`config.mk`:
```
export PLATFORM = sky130hd
export DESIGN_NAME = qr_payload_crc_trailer_check_top_flat
export DESIGN_NICKNAME = d
export VERILOG_FILES = /design/src/rtl/core/qrcrc_pkg.sv /design/src/rtl/core/qrcrc_if.sv /design/src/rtl/core/qrcrc_front.sv /design/src/rtl/core/qrcrc_queue.sv /design/src/rtl/core/qrcrc_back.sv /design/src/rtl/core/qr_payload_crc_trailer_check_top.sv /design/src/flat_wrapper.sv
export SDC_FILE = /design/constraint.sdc
export NUM_CORES = 1
export LEC_CHECK = 0
export ABC_AREA = 0
export BUFFER_PORTS_ARGS = -buffer_cell sky130_fd_sc_hd__clkbuf_2
export CORE_MARGIN = 5
export CORE_UTILIZATION = 33
export DETAILED_ROUTE_END_ITERATION = 12
export MAX_ROUTING_LAYER = met4
export SETUP_SLACK_MARGIN = 0.02
export SLEW_MARGIN = 5
export SYNTH_ARGS = -nofsm -noshare
export SYNTH_HDL_FRONTEND = slang
export SYNTH_SLANG_ARGS = --single-unit
```
`constraint.sdc`:
```
create_clock -name clk -period 11.57 [get_ports clk]
set_input_delay 1.7355 -clock clk [delete_from_list [all_inputs] [get_ports clk]]
set_output_delay 1.7355 -clock clk [all_outputs]
set_load 0.02 [all_outputs]
```
`src/rtl/core/qrcrc_pkg.sv`:
```
// Shared constants, types and functions for the payload CRC trailer checker.
`default_nettype none

package qrcrc_pkg;

  // CRC-16/CCITT-FALSE parameters
  localparam logic [15:0] CRC_INIT = 16'hFFFF;
  localparam logic [15:0] CRC_POLY = 16'h1021;
  localparam logic [15:0] CRC_TOP  = 16'h8000;

  // "6304" as four ASCII bytes, first character in the top byte
  localparam logic [31:0] MARKER_TEXT = 32'h3633_3034;

  // ASCII offsets for uppercase hex digits
  localparam logic [7:0] ASCII_ZERO    = 8'h30;
  localparam logic [7:0] ASCII_ALPHA_0 = 8'h37;  // 'A' - 10
  localparam logic [3:0] HEX_TEN       = 4'd10;

  // Result status codes
  localparam logic [1:0] STATUS_VALID      = 2'd0;
  localparam logic [1:0] STATUS_SHORT      = 2'd1;
  localparam logic [1:0] STATUS_NO_MARKER  = 2'd2;
  localparam logic [1:0] STATUS_MISMATCH   = 2'd3;

  // Default depth of the check request queue
  localparam int QRCRC_QUEUE_DEPTH = 2;

  // Check request handed from the front end to the back end
  typedef struct packed {
    logic [1:0]  kind;     // STATUS_VALID here means "compare the trailer"
    logic [31:0] trailer;  // last four characters, first in the top byte
    logic [15:0] crc;      // CRC through the marker, zero when not compared
  } check_req_t;

  // One byte folded into the CRC, MSB first
  function automatic logic [15:0] crc_fold(input logic [15:0] crc, input logic [7:0] b);
    logic [15:0] c;
    c = crc ^ {b, 8'h00};
    for (int i = 0; i < 8; i++) begin
      if ((c & CRC_TOP) != 16'h0000) begin
        c = (c << 1) ^ CRC_POLY;
      end else begin
        c = c << 1;
      end
    end
    return c;
  endfunction

  // Nibble to uppercase ASCII hex digit
  function automatic logic [7:0] hex_upper(input logic [3:0] nib);
    if (nib < HEX_TEN) begin
      return ASCII_ZERO + {4'h0, nib};
    end else begin
      return ASCII_ALPHA_0 + {4'h0, nib};
    end
  endfunction

endpackage

`default_nettype wire

```
`src/rtl/core/qrcrc_if.sv`:
```
// Stream interfaces for payload bytes and check results.
`default_nettype none

interface qrcrc_byte_if;
  logic       valid;
  logic       ready;
  logic [7:0] data_byte;
  logic       last;

  modport source (output valid, output data_byte, output last, input ready);
  modport sink   (input valid, input data_byte, input last, output ready);
endinterface

interface qrcrc_status_if;
  logic        valid;
  logic        ready;
  logic [1:0]  status;
  logic [15:0] computed_crc;

  modport source (output valid, output status, output computed_crc, input ready);
  modport sink   (input valid, input status, input computed_crc, output ready);
endinterface

`default_nettype wire

```
`src/rtl/core/qrcrc_front.sv`:
```
// Front end: absorbs bytes, keeps CRC, history and window, classifies the final byte.
`default_nettype none

module qrcrc_front
  import qrcrc_pkg::*;
(
  input  wire logic       clk,
  input  wire logic       rst,
  input  wire logic       accept,
  input  wire logic [7:0] data_byte,
  input  wire logic       last,
  output check_req_t      req
);

  localparam logic [3:0] LEN_FULL = 4'd8;

  logic [15:0] running_crc;
  logic [15:0] crc_history [4];
  logic [7:0]  byte_window [8];
  logic [3:0]  length_seen;

  logic [7:0]  window_next [8];
  logic [3:0]  length_next;
  logic [15:0] crc_next;
  logic [31:0] head;
  logic [31:0] tail;

  // Next state of the byte path
  always_comb begin
    for (int k = 0; k < 7; k++) begin
      window_next[k] = byte_window[k + 1];
    end
    window_next[7] = data_byte;
    length_next = (length_seen < LEN_FULL) ? length_seen + 4'd1 : length_seen;
    crc_next    = crc_fold(running_crc, data_byte);
    head = {window_next[0], window_next[1], window_next[2], window_next[3]};
    tail = {window_next[4], window_next[5], window_next[6], window_next[7]};
  end

  // Classify the payload on its final byte
  always_comb begin
    req.trailer = tail;
    req.crc     = 16'h0000;
    if (length_next != LEN_FULL) begin
      req.kind = STATUS_SHORT;
    end else if (head != MARKER_TEXT || tail == MARKER_TEXT) begin
      req.kind = STATUS_NO_MARKER;
    end else begin
      req.kind = STATUS_VALID;
      // CRC before the fourth-last byte, i.e. through the marker
      req.crc  = crc_history[2];
    end
  end

  // State registers, back to reset values after each final byte
  always_ff @(posedge clk) begin
    if (rst || (accept && last)) begin
      running_crc <= CRC_INIT;
      length_seen <= 4'd0;
      for (int k = 0; k < 4; k++) begin
        crc_history[k] <= CRC_INIT;
      end
      for (int k = 0; k < 8; k++) begin
        byte_window[k] <= 8'h00;
      end
    end else if (accept) begin
      running_crc    <= crc_next;
      length_seen    <= length_next;
      crc_history[0] <= running_crc;
      for (int k = 1; k < 4; k++) begin
        crc_history[k] <= crc_history[k - 1];
      end
      for (int k = 0; k < 8; k++) begin
        byte_window[k] <= window_next[k];
      end
    end
  end

`ifndef SYNTHESIS
  a_reset_after_last: assert property (@(posedge clk) disable iff (rst)
    accept && last |=> running_crc == CRC_INIT && length_seen == 4'd0)
    else $error("front state not cleared after final byte");

  a_crc_advance: assert property (@(posedge clk) disable iff (rst)
    accept && !last |=> running_crc == crc_fold($past(running_crc), $past(data_byte)))
    else $error("running CRC did not advance by one byte");

  a_length_saturates: assert property (@(posedge clk) disable iff (rst)
    length_seen <= LEN_FULL)
    else $error("byte count ran past its saturation value");
`endif

endmodule

`default_nettype wire

```
`src/rtl/core/qrcrc_queue.sv`:
```
// Small queue of check requests between the front and back ends.
`default_nettype none

module qrcrc_queue
  import qrcrc_pkg::*;
#(
  parameter int DEPTH = QRCRC_QUEUE_DEPTH
) (
  input  wire logic       clk,
  input  wire logic       rst,
  input  wire logic       push,
  input  wire check_req_t push_data,
  input  wire logic       pop,
  output check_req_t      pop_data,
  output logic            full,
  output logic            empty
);

  localparam int IDX_W = (DEPTH > 1) ? $clog2(DEPTH) : 1;
  localparam int CNT_W = $clog2(DEPTH + 1);
  localparam logic [IDX_W-1:0] LAST_IDX = IDX_W'(DEPTH - 1);

  check_req_t       entry [DEPTH];
  logic [IDX_W-1:0] wr_ptr;
  logic [IDX_W-1:0] rd_ptr;
  logic [CNT_W-1:0] count;

  assign full     = (count == CNT_W'(DEPTH));
  assign empty    = (count == '0);
  assign pop_data = entry[rd_ptr];

  // Storage, written at the tail
  always_ff @(posedge clk) begin
    if (push) begin
      entry[wr_ptr] <= push_data;
    end
  end

  // Pointers and fill count
  always_ff @(posedge clk) begin
    if (rst) begin
      wr_ptr <= '0;
      rd_ptr <= '0;
      count  <= '0;
    end else begin
      if (push) begin
        wr_ptr <= (wr_ptr == LAST_IDX) ? '0 : wr_ptr + IDX_W'(1);
      end
      if (pop) begin
        rd_ptr <= (rd_ptr == LAST_IDX) ? '0 : rd_ptr + IDX_W'(1);
      end
      if (push && !pop) begin
        count <= count + CNT_W'(1);
      end else if (pop && !push) begin
        count <= count - CNT_W'(1);
      end
    end
  end

`ifndef SYNTHESIS
  a_no_overflow: assert property (@(posedge clk) disable iff (rst)
    push |-> !full || pop)
    else $error("request pushed into full queue");

  a_no_underflow: assert property (@(posedge clk) disable iff (rst)
    pop |-> !empty)
    else $error("request popped from empty queue");

  a_count_up: assert property (@(posedge clk) disable iff (rst)
    push && !pop |=> count == $past(count) + CNT_W'(1))
    else $error("queue count did not follow a push");
`endif

endmodule

`default_nettype wire

```
`src/rtl/core/qrcrc_back.sv`:
```
// Back end: compares the trailer with the hex CRC and holds the result register.
`default_nettype none

module qrcrc_back
  import qrcrc_pkg::*;
(
  input  wire logic       clk,
  input  wire logic       rst,
  input  wire logic       req_avail,
  input  wire check_req_t req,
  output logic            req_take,
  output logic            out_valid,
  input  wire logic       out_ready,
  output logic [1:0]      status,
  output logic [15:0]     computed_crc
);

  logic [31:0] expected;
  logic [1:0]  status_next;

  // Uppercase hex of the CRC, most significant nibble first
  always_comb begin
    expected = {hex_upper(req.crc[15:12]), hex_upper(req.crc[11:8]),
                hex_upper(req.crc[7:4]),   hex_upper(req.crc[3:0])};
    if (req.kind == STATUS_VALID) begin
      status_next = (req.trailer == expected) ? STATUS_VALID : STATUS_MISMATCH;
    end else begin
      status_next = req.kind;
    end
  end

  // Take a request whenever the result register is free or draining
  assign req_take = req_avail && (!out_valid || out_ready);

  always_ff @(posedge clk) begin
    if (rst) begin
      out_valid <= 1'b0;
    end else if (req_take) begin
      out_valid <= 1'b1;
    end else if (out_ready) begin
      out_valid <= 1'b0;
    end
  end

  always_ff @(posedge clk) begin
    if (req_take) begin
      status       <= status_next;
      computed_crc <= req.crc;
    end
  end

`ifndef SYNTHESIS
  a_crc_zero_unchecked: assert property (@(posedge clk) disable iff (rst)
    out_valid && (status == STATUS_SHORT || status == STATUS_NO_MARKER)
      |-> computed_crc == 16'h0000)
    else $error("CRC reported for an unchecked payload");

  a_take_needs_request: assert property (@(posedge clk) disable iff (rst)
    req_take |-> req_avail)
    else $error("request taken from an empty queue");

  a_hold_while_stalled: assert property (@(posedge clk) disable iff (rst)
    out_valid && !out_ready
      |=> out_valid && $stable(status) && $stable(computed_crc))
    else $error("result changed while stalled");
`endif

endmodule

`default_nettype wire

```
`src/rtl/core/qr_payload_crc_trailer_check_top.sv`:
```
// Top level of the payload CRC-16 trailer checker.
//
//   port       dir   request contents              notes
//   byte_ch    in    data_byte[7:0], last          one payload character
//   status_ch  out   status[1:0], computed_crc     one result per final byte
//
// One byte is taken every cycle while the request queue is not full; the CRC
// fold of a byte is combinational and registered when the byte is accepted.
// A result's request enters the queue when its final byte is accepted and
// moves into the result register when that register is free or draining.
// byte_ch stalls only on a full request queue, which at the default depth
// happens only if status_ch holds results back. Reset (rst, synchronous) empties
// the queue and returns the CRC, history, window and count to their start values.
`default_nettype none

module qr_payload_crc_trailer_check_top
  import qrcrc_pkg::*;
#(
  parameter int QUEUE_DEPTH = QRCRC_QUEUE_DEPTH
) (
  input  wire logic       clk,
  input  wire logic       rst,
  qrcrc_byte_if.sink      byte_ch,
  qrcrc_status_if.source  status_ch
);

  check_req_t front_req;
  check_req_t back_req;
  logic       q_full;
  logic       q_empty;
  logic       accept;
  logic       push;
  logic       pop;

  // Input handshake: stall only on a full queue
  assign byte_ch.ready = !q_full;
  assign accept        = byte_ch.valid && byte_ch.ready;
  assign push          = accept && byte_ch.last;

  qrcrc_front u_front (
    .clk       (clk),
    .rst       (rst),
    .accept    (accept),
    .data_byte (byte_ch.data_byte),
    .last      (byte_ch.last),
    .req       (front_req)
  );

  qrcrc_queue #(
    .DEPTH (QUEUE_DEPTH)
  ) u_queue (
    .clk       (clk),
    .rst       (rst),
    .push      (push),
    .push_data (front_req),
    .pop       (pop),
    .pop_data  (back_req),
    .full      (q_full),
    .empty     (q_empty)
  );

  qrcrc_back u_back (
    .clk          (clk),
    .rst          (rst),
    .req_avail    (!q_empty),
    .req          (back_req),
    .req_take     (pop),
    .out_valid    (status_ch.valid),
    .out_ready    (status_ch.ready),
    .status       (status_ch.status),
    .computed_crc (status_ch.computed_crc)
  );

endmodule

`default_nettype wire
```
`src/flat_wrapper.sv`:
```
// flat-port wrapper written by rule: the top's interface ports become plain ports
module qr_payload_crc_trailer_check_top_flat import qrcrc_pkg::*;
#(
  parameter int QUEUE_DEPTH = QRCRC_QUEUE_DEPTH
)
  (clk, rst, byte_ch_valid, byte_ch_data_byte, byte_ch_last, byte_ch_ready, status_ch_valid, status_ch_status, status_ch_computed_crc, status_ch_ready);
  qrcrc_byte_if byte_ch_i ();
  qrcrc_status_if status_ch_i ();
  input  wire logic clk;
  input  wire logic rst;
  input wire logic [$bits(byte_ch_i.valid)-1:0] byte_ch_valid;
  input wire logic [$bits(byte_ch_i.data_byte)-1:0] byte_ch_data_byte;
  input wire logic [$bits(byte_ch_i.last)-1:0] byte_ch_last;
  output wire logic [$bits(byte_ch_i.ready)-1:0] byte_ch_ready;
  output wire logic [$bits(status_ch_i.valid)-1:0] status_ch_valid;
  output wire logic [$bits(status_ch_i.status)-1:0] status_ch_status;
  output wire logic [$bits(status_ch_i.computed_crc)-1:0] status_ch_computed_crc;
  input wire logic [$bits(status_ch_i.ready)-1:0] status_ch_ready;
  assign byte_ch_i.valid = byte_ch_valid;
  assign byte_ch_i.data_byte = byte_ch_data_byte;
  assign byte_ch_i.last = byte_ch_last;
  assign byte_ch_ready = byte_ch_i.ready;
  assign status_ch_valid = status_ch_i.valid;
  assign status_ch_status = status_ch_i.status;
  assign status_ch_computed_crc = status_ch_i.computed_crc;
  assign status_ch_i.ready = status_ch_ready;
  qr_payload_crc_trailer_check_top #(.QUEUE_DEPTH(QUEUE_DEPTH)) u_core (.clk(clk), .rst(rst), .byte_ch(byte_ch_i), .status_ch(status_ch_i));
endmodule
```
# [Yosys cells after proc, flatten, opt, wreduce, memory -nomap -nowiden]
# Memories as Yosys holds them, arrays and structs flattened. A register that Yosys moved wholly into a read port is not among the register bits.
# Cells that the tools add are included.
# Widths: inputs -> output; s select.
[totals] regBits=43 ramBits=228 n_memories=3
[memory_table] memory="u_core.u_queue.entry" words=2 word_bits=50 read_ports=1 rd_clocked_by_memory_dff=1 write_ports=1 line_no="qrcrc_queue.sv:23" rtl="check_req_t entry [DEPTH];"
[memory_table] memory="u_core.u_front.byte_window" words=8 word_bits=8 read_ports=7 rd_clocked_by_memory_dff=0 write_ports=8 line_no="qrcrc_front.sv:19" rtl="logic [7:0] byte_window [8];"
[memory_table] memory="u_core.u_front.crc_history" words=4 word_bits=16 read_ports=3 rd_clocked_by_memory_dff=0 write_ports=4 line_no="qrcrc_front.sv:18" rtl="logic [15:0] crc_history [4];"
[classes] n_addsub=13 n_lt_le_gt_ge=5 eq_ne=5 muxes=46 bitwise=21 reduce_logical=17
[op_table] cell="$mux 13" count=8
[op_table] cell="$mux 16" count=6
[op_table] cell="$mux 8" count=8
[op_table] cell="$add 6x4->7 const A" count=8
[op_table] cell="$eq 32x30->1 const B" count=1
[op_table] cell="$eq 32x32->1" count=1
[op_table] cell="$ne 32x30->1 const B" count=1
[op_table] cell="$mux 7" count=4
[op_table] cell="$not 3->3" count=8
[op_table] cell="$lt 4x4->1 const B" count=5
[op_table] cell="$xor 16x16->16" count=1
[op_table] cell="$mux 1" count=13
[op_table] cell="$mux 2" count=6
[op_table] cell="$or 1x1->1" count=12
[op_table] cell="$logic_and 1x1->1" count=5
[op_table] cell="$logic_not 1->1" count=5
[op_table] cell="$add 4x1->4 const B" count=1
[op_table] cell="$logic_not 2->1" count=2
[op_table] cell="$mux 4" count=1
[op_table] cell="$ne 4x4->1 const B" count=1
[op_table] cell="$reduce_bool 2->1" count=2
[op_table] cell="$logic_or 1x1->1" count=3
[op_table] cell="$add 1x1->1 const B" count=2
[op_table] cell="$add 2x1->2 const B" count=1
[op_table] cell="other kinds (2)" count=2

# [Longest topological paths before layout]
# Gate-level depths: netlist of the first run.
[logic_depth] depth_word=17 ltp_mapped=15

# [By module]
# From an unflattened synthesis of the first run, not the netlist that was laid out.
[unflattened] cells_unflattened=731 hier_area_um2=10552.6
[modules_own_cells] mod="qrcrc_front" n_inst=1 cells_per_inst=406 area_each_um2=5361.4
[modules_own_cells] mod="qrcrc_queue" n_inst=1 cells_per_inst=178 area_each_um2=3803.6
[modules_own_cells] mod="qrcrc_back" n_inst=1 cells_per_inst=143 area_each_um2=1365.1
[modules_own_cells] mod="qr_payload_crc_trailer_check_top" n_inst=1 cells_per_inst=4 area_each_um2=22.5

# [Least setup slack after synthesis of the first run]
# OpenSTA, ideal clock, no wires.
[synth_timing] path_kind="input to register" from="in rst" to="mem u_core.u_front.byte_window[1][2] (netlist: u_core.u_front.byte_window[0][10]), enable pin" t_arrival_ns=5.167 required_ns=11.061 slack_ns=5.893 stages=3 n_path_buf=2 path_cell_list="clkbuf_1 > nand2b_1 > clkbuf_1"
[synth_rtl] element="start: declaration" line_no="flat_wrapper.sv:10" rtl="input wire logic rst;"
[synth_rtl] element="end: declaration" line_no="qrcrc_front.sv:19"

==> results of run 1 <==
## logic make-up (layout without fill, tap and decap cells)
family / after synthesis / in the layout / synth area share [%]
flip-flops: 248 / 248 / 69.9
adder cells (fa/ha/maj): 6 / 6 / 0.730
XOR/XNOR: 59 / 59 / 5.02
AND/OR/NAND/NOR: 263 / 263 / 14.9
buffers and inverters: 39 / 106 / 1.63
AO/OA/AOI/OAI: 75 / 75 / 4.84
multiplexers: 29 / 29 / 3.00
## worst paths after layout
path	endpoint	cells past startpoint	from
setup / recovery	u_core.u_back.status[1]	10	flip-flop
hold / removal	u_core.u_front.crc_history[0][44]	1	u_core.u_front.crc_history[0][28]
setup reg to reg	u_core.u_back.status[1]	10	flip-flop
hold reg to reg	u_core.u_front.crc_history[0][44]	1	u_core.u_front.crc_history[0][28]
## state kept, by name, indices dropped and copies added (netlist names), named ones only
| register | count |
|---|---|
| u_core.u_back.computed_crc | 16 |
| u_core.u_back.out_valid | 1 |
| u_core.u_back.status | 2 |
| u_core.u_front.byte_window | 56 |
| u_core.u_front.crc_history | 48 |
| u_core.u_front.length_seen | 4 |
| u_core.u_front.running_crc | 16 |
| u_core.u_queue.count | 2 |
| u_core.u_queue.entry | 100 |
| u_core.u_queue.rd_ptr | 1 |
| u_core.u_queue.wr_ptr | 1 |
## cell type report
class	instances	area (um^2)	area share (%)
clock inverter	11	123	1.04
multi-input combinational	432	2960	25.1
timing repair buffer	39	213	1.80
tap	396	495	4.20
inverter	17	63.8	0.540
sequential	248	7190	60.9
clock buffer	39	762	6.45
## metrics by stage
stage	hold slack, ns	area (um^2)	utilization [%]	power [mW]
after floorplan	0.450	10300	-	1.51
after global placement	0.480	10900	35.6	1.64
after detailed placement	0.483	10900	35.6	1.65
after CTS	0.496	11800	38.5	2.50
after global routing	0.513	11800	38.5	2.58
final	0.494	11800	38.5	2.47
## cells in the final DEF, fill, tap and decap left out, drive strengths merged, types with 9 or more instances in the layout
cell type,count
edfxtp,222
and2,74
clkbuf,71
nand2b,62
nand2,37
xnor2,35
nor2,33
dfxtp,26
a21oi,24
xor2,24
mux2i,23
inv,18
nand4,11
o21ai,11
nor4b,10
nor3,9
## critical path, delay by kind of cell (launching register included)
family | cells | cell delay [ns]
mux | 1 | 0.39
simple gates | 1 | 0.25
compound gates | 6 | 1.52
flops | 1 | 0.31
buf+inv | 1 | 0.57
fa+ha+maj | 1 | 0.31
## routing by layer
metal | routed length (um) | GRT usage [%] | up-vias
met4 | 318 | 2.69 | 0
li1 | - | - | 2713
met2 | 8800 | 16.8 | 115
met3 | 988 | 1.98 | 34
met1 | 9750 | 16.5 | 2728
met5 | 0 | - | -
## where the power goes
part | total [mW] | switching [mW] | internal (mW)
clock | 0.847 | 0.343 | 0.504
sequential | 1.19 | 0.0716 | 1.12
combinational | 0.430 | 0.273 | 0.157
==> summary.md, run 1 <==
| Metric | Value |
|---|---|
| Worst hold path class | flip-flop to flip-flop |
| Initial DRT Pass Iterations | 5 |
| Data arrival, critical path | 3.93 ns |
| Full die area | 34800 um^2 |
| Most frequent cell after synthesis | edfxtp_1 |
| Clock buffer count from CTS | 28 |
| Largest net degree at the start of global routing | 96 |
| Initial core utilization | 33.5% |
| Total vias in the final route | 5590 |
| Clock sink total | 248 |
| Yosys cell types | 58 |
| Fin. Hold Viols | 0 |
| Yosys top cell area share | 64.8% |
| Initial antenna violation count | 0 |
| Synth area leaders | edfxtp_1 65%, dfxtp_1 5.1%, and2_1 4.5% |
| Final period utilization | 31.5% |
| Slew @ Worst Pin | 1.07 ns |
| H-tree depth | 1 |
| Final WS setup | 7.92 ns |
| CTS tree | done |
| Placed insts | 1132 |
| Critical path startpoint category | flip-flop |
| Filler cells | 2871 |
| Slew Limit Fails | 0 |
| Inserted Diodes | 0 |
| Synth cell count leaders | 222 x edfxtp_1, 74 x and2_1, 62 x nand2b_1 |
| TNS Setup | 0 ns |
| Vias in the first global route | 5603 |
| Max incr delay on CP | 0.57 ns |
| Max FO, Critical Path | 54 |
| Chip height | 187 um |
| Maximum VDD drop | 0.000145 V |
| Post-synthesis sequential area ratio | 69.9% |
| Post-DP HPWL | 13000 um |
| Area leader, netlist | edfxtp_1 |
| Max-cap violation count | 0 |
| Share of cells above drive strength 1 | 12.8% |
| Lkg Pwr | 3.91 nW |
| Cells after synthesis | 719 |
| Per-cell routed wire length | 16.8 um |
| Critical Path Sink Type | flip-flop |
| Clock Latency Late Sink | 0.54 ns |
| Max-Slew Margin vs Limit | 28.3% |
| RSZ-0062 raised after global routing | false |
| Max Root-Sink Buffers | 3 |
| First-pass GRT wire length | 31200 um |
| Die X | 187 um |
| Routed WL | 19900 um |
| Status | completed |
| Area of the mapped netlist | 10300 um^2 |
| Peak Freq | 274 MHz |
| Root Buffer | clkbuf_16 |
| Synthesis warning total | 0 |
| Initial DRC count | 327 |
| Syn Nets | 738 |
| R2R Setup Slk | 7.92 ns |
| DP Worst Slack | 7.54 ns |
| Synth Register Bits | 248 |
| Register clock-pin slew on the reported worst setup and hold paths | 0.06 ns |
| Post-CTS setup buffers | 0 |
| Hold_buf cts | 0 |
| Ports | 33 |
| I/O Buffers | 32 |
| Asr flop ratio synth | 0% |
| Nets@finish | 785 |
| Core footprint | 30700 um^2 |
| DRT antenna net count | 0 |
| Routability cong. | 0.716 |
| Primary FF master, synth | edfxtp_1 |
| Setup Skew | 0.0111 ns |
| Fin crit period | 3.65 ns |
| Critical path's slowest cell | buf_4 |
| Cell Rows | 64 |
| WP data required | 11.85 ns |
| Via density | 4.73 |
| Critical Path, Cell by Cell | buf_4, mux2i_1, ha_1, a21o_1, a211o_1, nor4b_1, o21ai_0, a2bb2oi_1, a31oi_1, o32a_1 |
| Post-synth EDFFs | 222 |
| # resized after CTS | 0 |
| PwrDens | 209 nW/um^2 |
| Area grow syn2layout | 14.8% |
| WS Path Type | flip-flop to flip-flop |
| Layout Cells excl Fill | 1182 |
| Grt ovf | 0 |
| Final setup viols | 0 |
| Drt drc | 0 |
| Average size of a mapped cell | 14.3 um^2 |
| Total GRT Usage | 11.4% |
Note: power is estimated with default switching activity, not from simulation.
==> run 2, diff against run 1 <==
Settings changed: ABC_AREA 0 to 1.
Clock period 11.57 ns to 3.75 ns, I/O delays scaled along.
==> run 2 against run 1 <==
Against the previous run:
- fmax is 37% higher
- sequential power grew to 3.1 times the previous value
- worst setup slack worse by 6.8 ns
- power grew to 3.2 times the previous value
- critical endpoint is now u_core.u_back.status[0]
- critical path depth is 3 higher
- final area is 2.3% higher
- sequential share of layout area is 1.4 points lower
- clock skew is 0.0070 ns higher
- die area is 3.6% higher
==> summary.md, run 2 <==
| Metric | Value |
|---|---|
| Cells after synthesis | 999 (was 719) |
| Primary FF master, synth | edfxtp_1 (unchanged) |
| Final period utilization | 70.9% (was 31.5%) |
| Status | completed (unchanged) |
| Asr flop ratio synth | 0% (unchanged) |
| Nets@finish | 1063 (was 785) |
| Sequential cell area | 7190 um^2 (unchanged) |
| Compound-cell area share of the yosys netlist | 3.60% (was 4.84%) |
| Max FO, Critical Path | 27 (was 54) |
| Psw | 2.46 mW (was 0.687 mW) |
| Synth cell count leaders | 222 x edfxtp_1, 203 x nand2_1, 166 x inv_1 (was 222 x edfxtp_1, 74 x and2_1, 62 x nand2b_1) |
| Die X | 190 um (was 187 um) |
| Yosys top cell area share | 62.4% (was 64.8%) |
| R2R Setup Slk | 1.09 ns (was 7.92 ns) |
| Area grow syn2layout | 13.1% (was 14.8%) |
| FF-to-FF End | u_core.u_back.status[0] (was u_core.u_back.status[1]) |
| Commonest cells after routing, fill and taps aside | 222 x edfxtp_1, 203 x nand2_1, 165 x inv_1 (was 222 x edfxtp_1, 74 x and2_1, 61 x nand2b_1) |
| Post-Synth XOR/XNOR Area | 1.80% (was 5.02%) |
| Largest Register | u_core.u_queue.entry (unchanged) |
| DP Area | 11300 um^2 (was 10900 um^2) |
| Lkg Pwr | 4.79 nW (was 3.91 nW) |
| Clock power frac | 30.2% (was 34.3%) |
| Top Registers | u_core.u_queue.entry (100), u_core.u_front.byte_window (56), u_core.u_front.crc_history (48) (unchanged) |
| Max-Slew Margin vs Limit | 41.1% (was 28.3%) |
| Mux share of post-synthesis cell area | 0.469% (was 3.00%) |
| Fin. Hold Viols | 0 (unchanged) |
| Max-cap violation count | 0 (unchanged) |
| Synthesis warning total | 0 (unchanged) |
| DRT antenna net count | 0 (unchanged) |
| Largest net degree at the start of global routing | 69 (was 96) |
| Comb power frac | 23.5% (was 17.4%) |
| Simple-Gate Fraction of Synth Area | 18.6% (was 14.9%) |
| Hold path depth | 2 (was 1) |
| Pint | 5.39 mW (was 1.78 mW) |
| I/O Buffers | 32 (unchanged) |
| Synth Area in Adders | 0.703% (was 0.730%) |
| Filler cells | 3102 (was 2871) |
| Syn Nets | 1018 (was 738) |
| Clock Latency Late Sink | 0.53 ns (was 0.54 ns) |
| Clock sink total | 248 (unchanged) |
| Critical path startpoint category | flip-flop (unchanged) |
| PwrDens | 650 nW/um^2 (was 209 nW/um^2) |
| Area of the mapped netlist | 10700 um^2 (was 10300 um^2) |
| Via density | 4.50 (was 4.73) |
| Initial DRC count | 379 (was 327) |
| Final setup viols | 0 (unchanged) |
| Slew Limit Fails | 0 (unchanged) |
| Largest family of logic cells by synthesized area | simple AND/OR/NAND/NOR gates (unchanged) |
| Post-synthesis sequential area ratio | 67.3% (was 69.9%) |
| Share of cells above drive strength 1 | 13.1% (was 12.8%) |
| Sequential share of power | 46.3% (was 48.3%) |
| Switching share of total power | 31.4% (was 27.8%) |
| Routability cong. | 0.805 (was 0.716) |
| Data arrival, critical path | 2.92 ns (was 3.93 ns) |
| Commonest non-fill, non-tap cell in the layout | edfxtp_1 (unchanged) |
| Post-CTS setup buffers | 0 (unchanged) |
| Post-Layout Inst Area | 12100 um^2 (was 11800 um^2) |
| Synth Register Bits | 248 (unchanged) |
| Initial antenna violation count | 0 (unchanged) |
| WS Path Type | flip-flop to flip-flop (unchanged) |
| Max Root-Sink Buffers | 3 (unchanged) |
| RSZ-0062 raised after global routing | false (unchanged) |
| Post-synth EDFFs | 222 (unchanged) |
| Inserted Diodes | 0 (unchanged) |
| # resized after CTS | 0 (unchanged) |
| Post-DP HPWL | 13800 um (was 13000 um) |
| Reg2Reg Depth | 13 (was 10) |
| Synth area leaders | edfxtp_1 62%, nand2_1 7.1%, inv_1 5.8% (was edfxtp_1 65%, dfxtp_1 5.1%, and2_1 4.5%) |
| Drt drc | 0 (unchanged) |
| Multi-input logic area | 2700 um^2 (was 2960 um^2) |
| Average size of a mapped cell | 10.7 um^2 (was 14.3 um^2) |
| Setup Skew | 0.0181 ns (was 0.0111 ns) |
| Initial DRT Pass Iterations | 5 (unchanged) |
| Total GRT Usage | 11.7% (was 11.4%) |
| Area leader, netlist | edfxtp_1 (unchanged) |
| Chip height | 190 um (was 187 um) |
| Fin crit period | 2.66 ns (was 3.65 ns) |
| First-pass GRT wire length | 33300 um (was 31200 um) |
| Total vias in the final route | 6571 (was 5590) |
| Hold_buf cts | 0 (unchanged) |
| Cell Rows | 65 (was 64) |
| Critical Path Sink Type | flip-flop (unchanged) |
| CTS tree | done (unchanged) |
| Ports | 33 (unchanged) |
| Max FFs per register | 100 (unchanged) |
| Clock buffer count from CTS | 26 (was 28) |
| Hold endpoint | u_core.u_back.out_valid (was u_core.u_front.crc_history[0][44]) |
| Hold path startpoint | rst (was u_core.u_front.crc_history[0][28]) |
| Most frequent cell after synthesis | edfxtp_1 (unchanged) |
| Full die area | 36100 um^2 (was 34800 um^2) |
| Worst hold path class | primary input to flip-flop (was flip-flop to flip-flop) |
| Routed WL | 20400 um (was 19900 um) |
| Yosys cell types | 37 (was 58) |
| Initial core utilization | 33.7% (was 33.5%) |
| Core footprint | 31700 um^2 (was 30700 um^2) |
| WP data required | 4.01 ns (was 11.85 ns) |
| TNS Setup | 0 ns (unchanged) |
| Slew @ Worst Pin | 0.877 ns (was 1.07 ns) |
| Register clock-pin slew on the reported worst setup and hold paths | 0.06 ns (about the same) |
| Root Buffer | clkbuf_16 (unchanged) |
| Maximum VDD drop | 0.000371 V (was 0.000145 V) |
| Grt ovf | 0 (unchanged) |
| H-tree depth | 1 (unchanged) |
| Peak Freq | 376 MHz (was 274 MHz) |
| Per-cell routed wire length | 14.0 um (was 16.8 um) |
| Vias in the first global route | 6379 (was 5603) |
run 2: cell count changes in the layout (fill, tap and decap cells not counted), moves of 33 or more:
cell      before  now
inv_1         14  165
and2_1        74    1
nand2b_1      61    0
nor2_1        31  113
nand3_1        4   37
or2_2          0   40
nand2_1       37  203
run 2: worst max-delay path, cell delays in order (launching register included):
cell and delay, ns:
dfxtp_2 0.38, buf_4 0.25, o21ai_1 0.73, inv_1 0.14
nand2_1 0.12, nand2_1 0.06, nand2_1 0.05, nand2_1 0.04
nor2_1 0.09, nand3_1 0.13, nor2_1 0.18, nand2_1 0.07
nand2_1 0.08, nand2_1 0.05
run 2: final cells by class:
type / instances / share of cell area [%]
Sequential cell: 248 / 59.5
Multi-Input combinational cell: 552 / 22.4
Clock buffer: 34 / 5.72
Inverter: 171 / 5.36
Tap cell: 402 / 4.16
Timing Repair Buffer: 45 / 2.13
Clock inverter: 9 / 0.736
run 2: how the worst max path moves through the flow:
stage                     depth (start not counted)                     from                             end
after detailed placement                         11            byte_ch_valid  u_core.u_front.running_crc[11]
final                                            13                flip-flop         u_core.u_back.status[0]
after global routing                             14                flip-flop         u_core.u_back.status[0]
after floorplan                                   8  u_core.u_queue.count[0]  u_core.u_front.running_crc[11]
after global placement                           11            byte_ch_valid  u_core.u_front.running_crc[11]
after CTS                                        14                flip-flop         u_core.u_back.status[0]
run 2: cells by family after synthesis:
group / Yosys count
fa+ha+maj: 6
simple gates: 453
flops: 248
mux: 5
buf+inv: 199
xor+xnor: 22
compound gates: 66
run 2: power by group through the flow:
stage / sequential (mW) / combinational [mW] / clock [mW]
2_1_floorplan: 3.76 / 1.34 / 0
5_1_grt: 3.67 / 2.11 / 2.56
3_5_place_dp: 3.69 / 1.86 / 0
6_report: 3.63 / 1.85 / 2.37
4_1_cts: 3.63 / 1.87 / 2.44
3_3_place_gp: 3.68 / 1.83 / 0
run 2: routing by layer:
metal	share of wire, %	vias up	wire, um	GRT usage [%]
met3	3.6	33	742	1.91
li1	-	3365	-	-
met4	2.0	0	416	2.98
met5	0	-	0	-
met1	48	3069	9810	15.7
met2	46	104	9460	18.7
run 2: through the flow:
stage / total power, mW / instances / hold WS, ns / utilization (%) / setup slack (ns)
6_report: 7.85 / 1461 / 0.256 / 38.1 / 1.09
5_1_grt: 8.34 / 1461 / 0.258 / 38.1 / 0.784
4_1_cts: 7.94 / 1461 / 0.236 / 38.1 / 1.05
3_5_place_dp: 5.55 / 1418 / 0.442 / 35.6 / 1.04
3_3_place_gp: 5.51 / 1418 / 0.437 / 35.6 / 1.09
2_1_floorplan: 5.09 / 999 / 0.425 / - / 0.215
==> run 3, diff against run 2 <==
Settings changed: ABC_AREA 1 to 0.
Clock period 3.75 ns to 2.17 ns, I/O delays scaled along.
==> run 3 against run 2 <==
Against the previous run:
- the run now ends with negative setup slack left
- routed wire length grew 4.3%
- final area grew 7.3%
- sequential cell count is the same
- cell count shrank 12%
- power grew 77%
- global-route usage grew 0.43 points
==> summary.md, run 3 (synthesis results as in run 1) <==
| Metric | Value |
|---|---|
| Status | finished, violations left (was completed) |
| Violated checks | negative setup slack |
| Worst hold slack | 0.0695 ns (was 0.256 ns) |
| Max FO, Critical Path | 9 (was 27) |
| Via density | 4.58 (was 4.50) |
| Max incr delay on CP | 0.43 ns (was 0.73 ns) |
| DRT antenna net count | 0 (unchanged) |
| Max Root-Sink Buffers | 3 (unchanged) |
| WP data required | 2.46 ns (was 4.01 ns) |
| Commonest cells after routing, fill and taps aside | 222 x edfxtp_1, 96 x buf_4, 61 x nand2b_1 (was 222 x edfxtp_1, 203 x nand2_1, 165 x inv_1) |
| Ports | 33 (unchanged) |
| End of the critical path | u_core.u_back.status[1] (was u_core.u_back.status[0]) |
| Reg2Reg Depth | 9 (was 13) |
| Area grow syn2layout | 25.9% (was 13.1%) |
| Commonest non-fill, non-tap cell in the layout | edfxtp_1 (unchanged) |
| Initial antenna violation count | 0 (unchanged) |
| Chip height | 187 um (was 190 um) |
| Full die area | 34800 um^2 (was 36100 um^2) |
| Clock Latency Late Sink | 0.54 ns (was 0.53 ns) |
| Fin. Hold Viols | 0 (unchanged) |
| Worst hold path class | primary input to flip-flop (unchanged) |
| Largest Register | u_core.u_queue.entry (unchanged) |
| Hold_buf cts | 0 (unchanged) |
| Total vias in the final route | 5882 (was 6571) |
| Lkg Pwr | 4.50 nW (was 4.79 nW) |
| Slew @ Worst Pin | 0.548 ns (was 0.877 ns) |
| Top Registers | u_core.u_queue.entry (100), u_core.u_front.byte_window (56), u_core.u_front.crc_history (48) (unchanged) |
| Clock buffer count from CTS | 27 (was 26) |
| Root Buffer | clkbuf_16 (unchanged) |
| Share of cells above drive strength 1 | 27.4% (was 13.1%) |
| Vias in the first global route | 6092 (was 6379) |
| Largest net degree at the start of global routing | 58 (was 69) |
| Final period utilization | 128% (was 70.9%) |
| Slew Limit Fails | 0 (unchanged) |
| Worst Path Buf+Inv | 2 (unchanged) |
| Fin crit period | 2.78 ns (was 2.66 ns) |
| Setup Skew | 0.0103 ns (was 0.0181 ns) |
| RSZ-0062 raised after global routing | true (was false) |
| I/O Buffers | 32 (unchanged) |
| FF-to-FF End | u_core.u_back.status[1] (was u_core.u_back.status[0]) |
| Post-DP HPWL | 14600 um (was 13800 um) |
| Initial DRC count | 560 (was 379) |
| Cell Rows | 64 (was 65) |
| Peak Freq | 360 MHz (was 376 MHz) |
| Critical Path Sink Type | flip-flop (unchanged) |
| Register clock-pin slew on the reported worst setup and hold paths | 0.06 ns (about the same) |
| Inserted Diodes | 0 (unchanged) |
| WS Path Type | flip-flop to flip-flop (unchanged) |
| Per-cell routed wire length | 16.6 um (was 14.0 um) |
| Drt drc | 0 (unchanged) |
| Critical path's slowest cell | nor4_4 (was o21ai_1) |
| Data arrival, critical path | 3.07 ns (was 2.92 ns) |
| H-tree depth | 1 (unchanged) |
| Critical path startpoint category | flip-flop (unchanged) |
| Max FFs per register | 100 (unchanged) |
| CP dominant cell by count | buf_4 (was nand2_1) |
| Routed WL | 21300 um (was 20400 um) |
| Max-cap violation count | 0 (unchanged) |
| Die X | 187 um (was 190 um) |
| Critical path's top delay family | compound AO/OA/AOI/OAI gates (was simple AND/OR/NAND/NOR gates) |
| Maximum VDD drop | 0.000609 V (was 0.000371 V) |
| R2R Setup Slk | -0.61 ns (was 1.09 ns) |
| Max-Slew Margin vs Limit | 63.2% (was 41.1%) |
| Final Core Density | 42.2% (was 38.1%) |
| Critical Path, Cell by Cell | buf_4, mux2_4, buf_4, a21oi_1, xor2_1, nand3_1, nor4_4, a31oi_1, o32a_1 (was buf_4, o21ai_1, inv_1, nand2_1, nand2_1, nand2_1, nand2_1, nor2_1, nand3_1, nor2_1, nand2_1, nand2_1, nand2_1) |
| PwrDens | 1070 nW/um^2 (was 650 nW/um^2) |
| Total GRT Usage | 12.1% (was 11.7%) |
| Clock sink total | 248 (unchanged) |
| Routability cong. | 0.775 (was 0.805) |
| Final setup viols | 2 (was 0) |
| Initial DRT Pass Iterations | 4 (was 5) |
| Pwr Total | 13.9 mW (was 7.85 mW) |
| Nets@finish | 887 (was 1063) |
| CTS tree | done (unchanged) |
| Crit path depth | 9 (was 13) |
| Grt ovf | 0 (unchanged) |
| Core footprint | 30700 um^2 (was 31700 um^2) |
| Initial core utilization | 33.5% (was 33.7%) |
| First-pass GRT wire length | 33300 um (about the same) |
| Final WS setup | -0.611 ns (was 1.09 ns) |
[run 3: worst min path at each step]
stage	slack, ns	from	cells past startpoint	to
finish	0.07	status_ch_ready	3	u_core.u_back.out_valid
global placement	0.48	u_core.u_front.length_seen[2]	2	u_core.u_front.length_seen[2]
CTS	0.05	status_ch_ready	3	u_core.u_back.out_valid
global route	0.08	status_ch_ready	3	u_core.u_back.out_valid
floorplan	0.42	byte_ch_data_byte[0]	0	u_core.u_queue.entry[0][16]
detailed placement	0.49	u_core.u_front.crc_history[0][1]	1	u_core.u_front.crc_history[0][17]
[run 3: metal layers]
metal	up-vias	global-route usage, %	wire (um)	part of all wire [%]
li1	2910	-	-	-
met1	2823	17.0	10000	47
met2	119	18.1	9510	45
met3	30	2.58	1200	5.6
met4	0	3.11	549	2.6
met5	-	-	0	0
[run 3: timing repair]
item,CTS,global route
pin swaps,5,30
endpoints found under the hold margin,0,0
gates resized for setup,15,49
setup buffers,1,6
endpoints found under the setup margin,2,34
gates cloned,0,1
[run 3: worst register-to-register path: stages (launching register included)]
cell     delay (ns)
dfxtp_4        0.41
buf_4          0.19
mux2_4         0.33
buf_4          0.14
a21oi_1        0.19
xor2_1         0.22
nand3_1        0.15
nor4_4         0.43
a31oi_1        0.17
o32a_1         0.30
[run 3: stage by stage]
| stage | TNS (ns) | setup WS (ns) | area [um^2] | cells |
|---|---|---|---|---|
| 6_report | -1.19 | -0.611 | 13000 | 1284 |
| 5_1_grt | -1.37 | -0.691 | 13000 | 1284 |
| 4_1_cts | -1.14 | -0.593 | 12700 | 1277 |
| 3_5_place_dp | -4.85 | -0.662 | 11800 | 1227 |
| 3_3_place_gp | -5.33 | -0.537 | 11800 | 1227 |
| 2_1_floorplan | -1.64 | -0.825 | 10300 | 719 |
[run 3: report_power, final]
group / leakage [nW] / internal [mW] / switching [mW]
Sequential: 2.27 / 5.96 / 0.355
Clock: 0.425 / 2.67 / 1.84
Combinational: 1.81 / 1.40 / 1.65
[run 3: final cells by class]
cell class              count  area, um^2
fillers                  2806       17700
flip-flops and latches    248        7190
multi-input cells         432        3190
repair buffers            142        1140
clock buffers              33         698
well taps                 396         495
clock inverters            16         181
inverters                  17        66.3
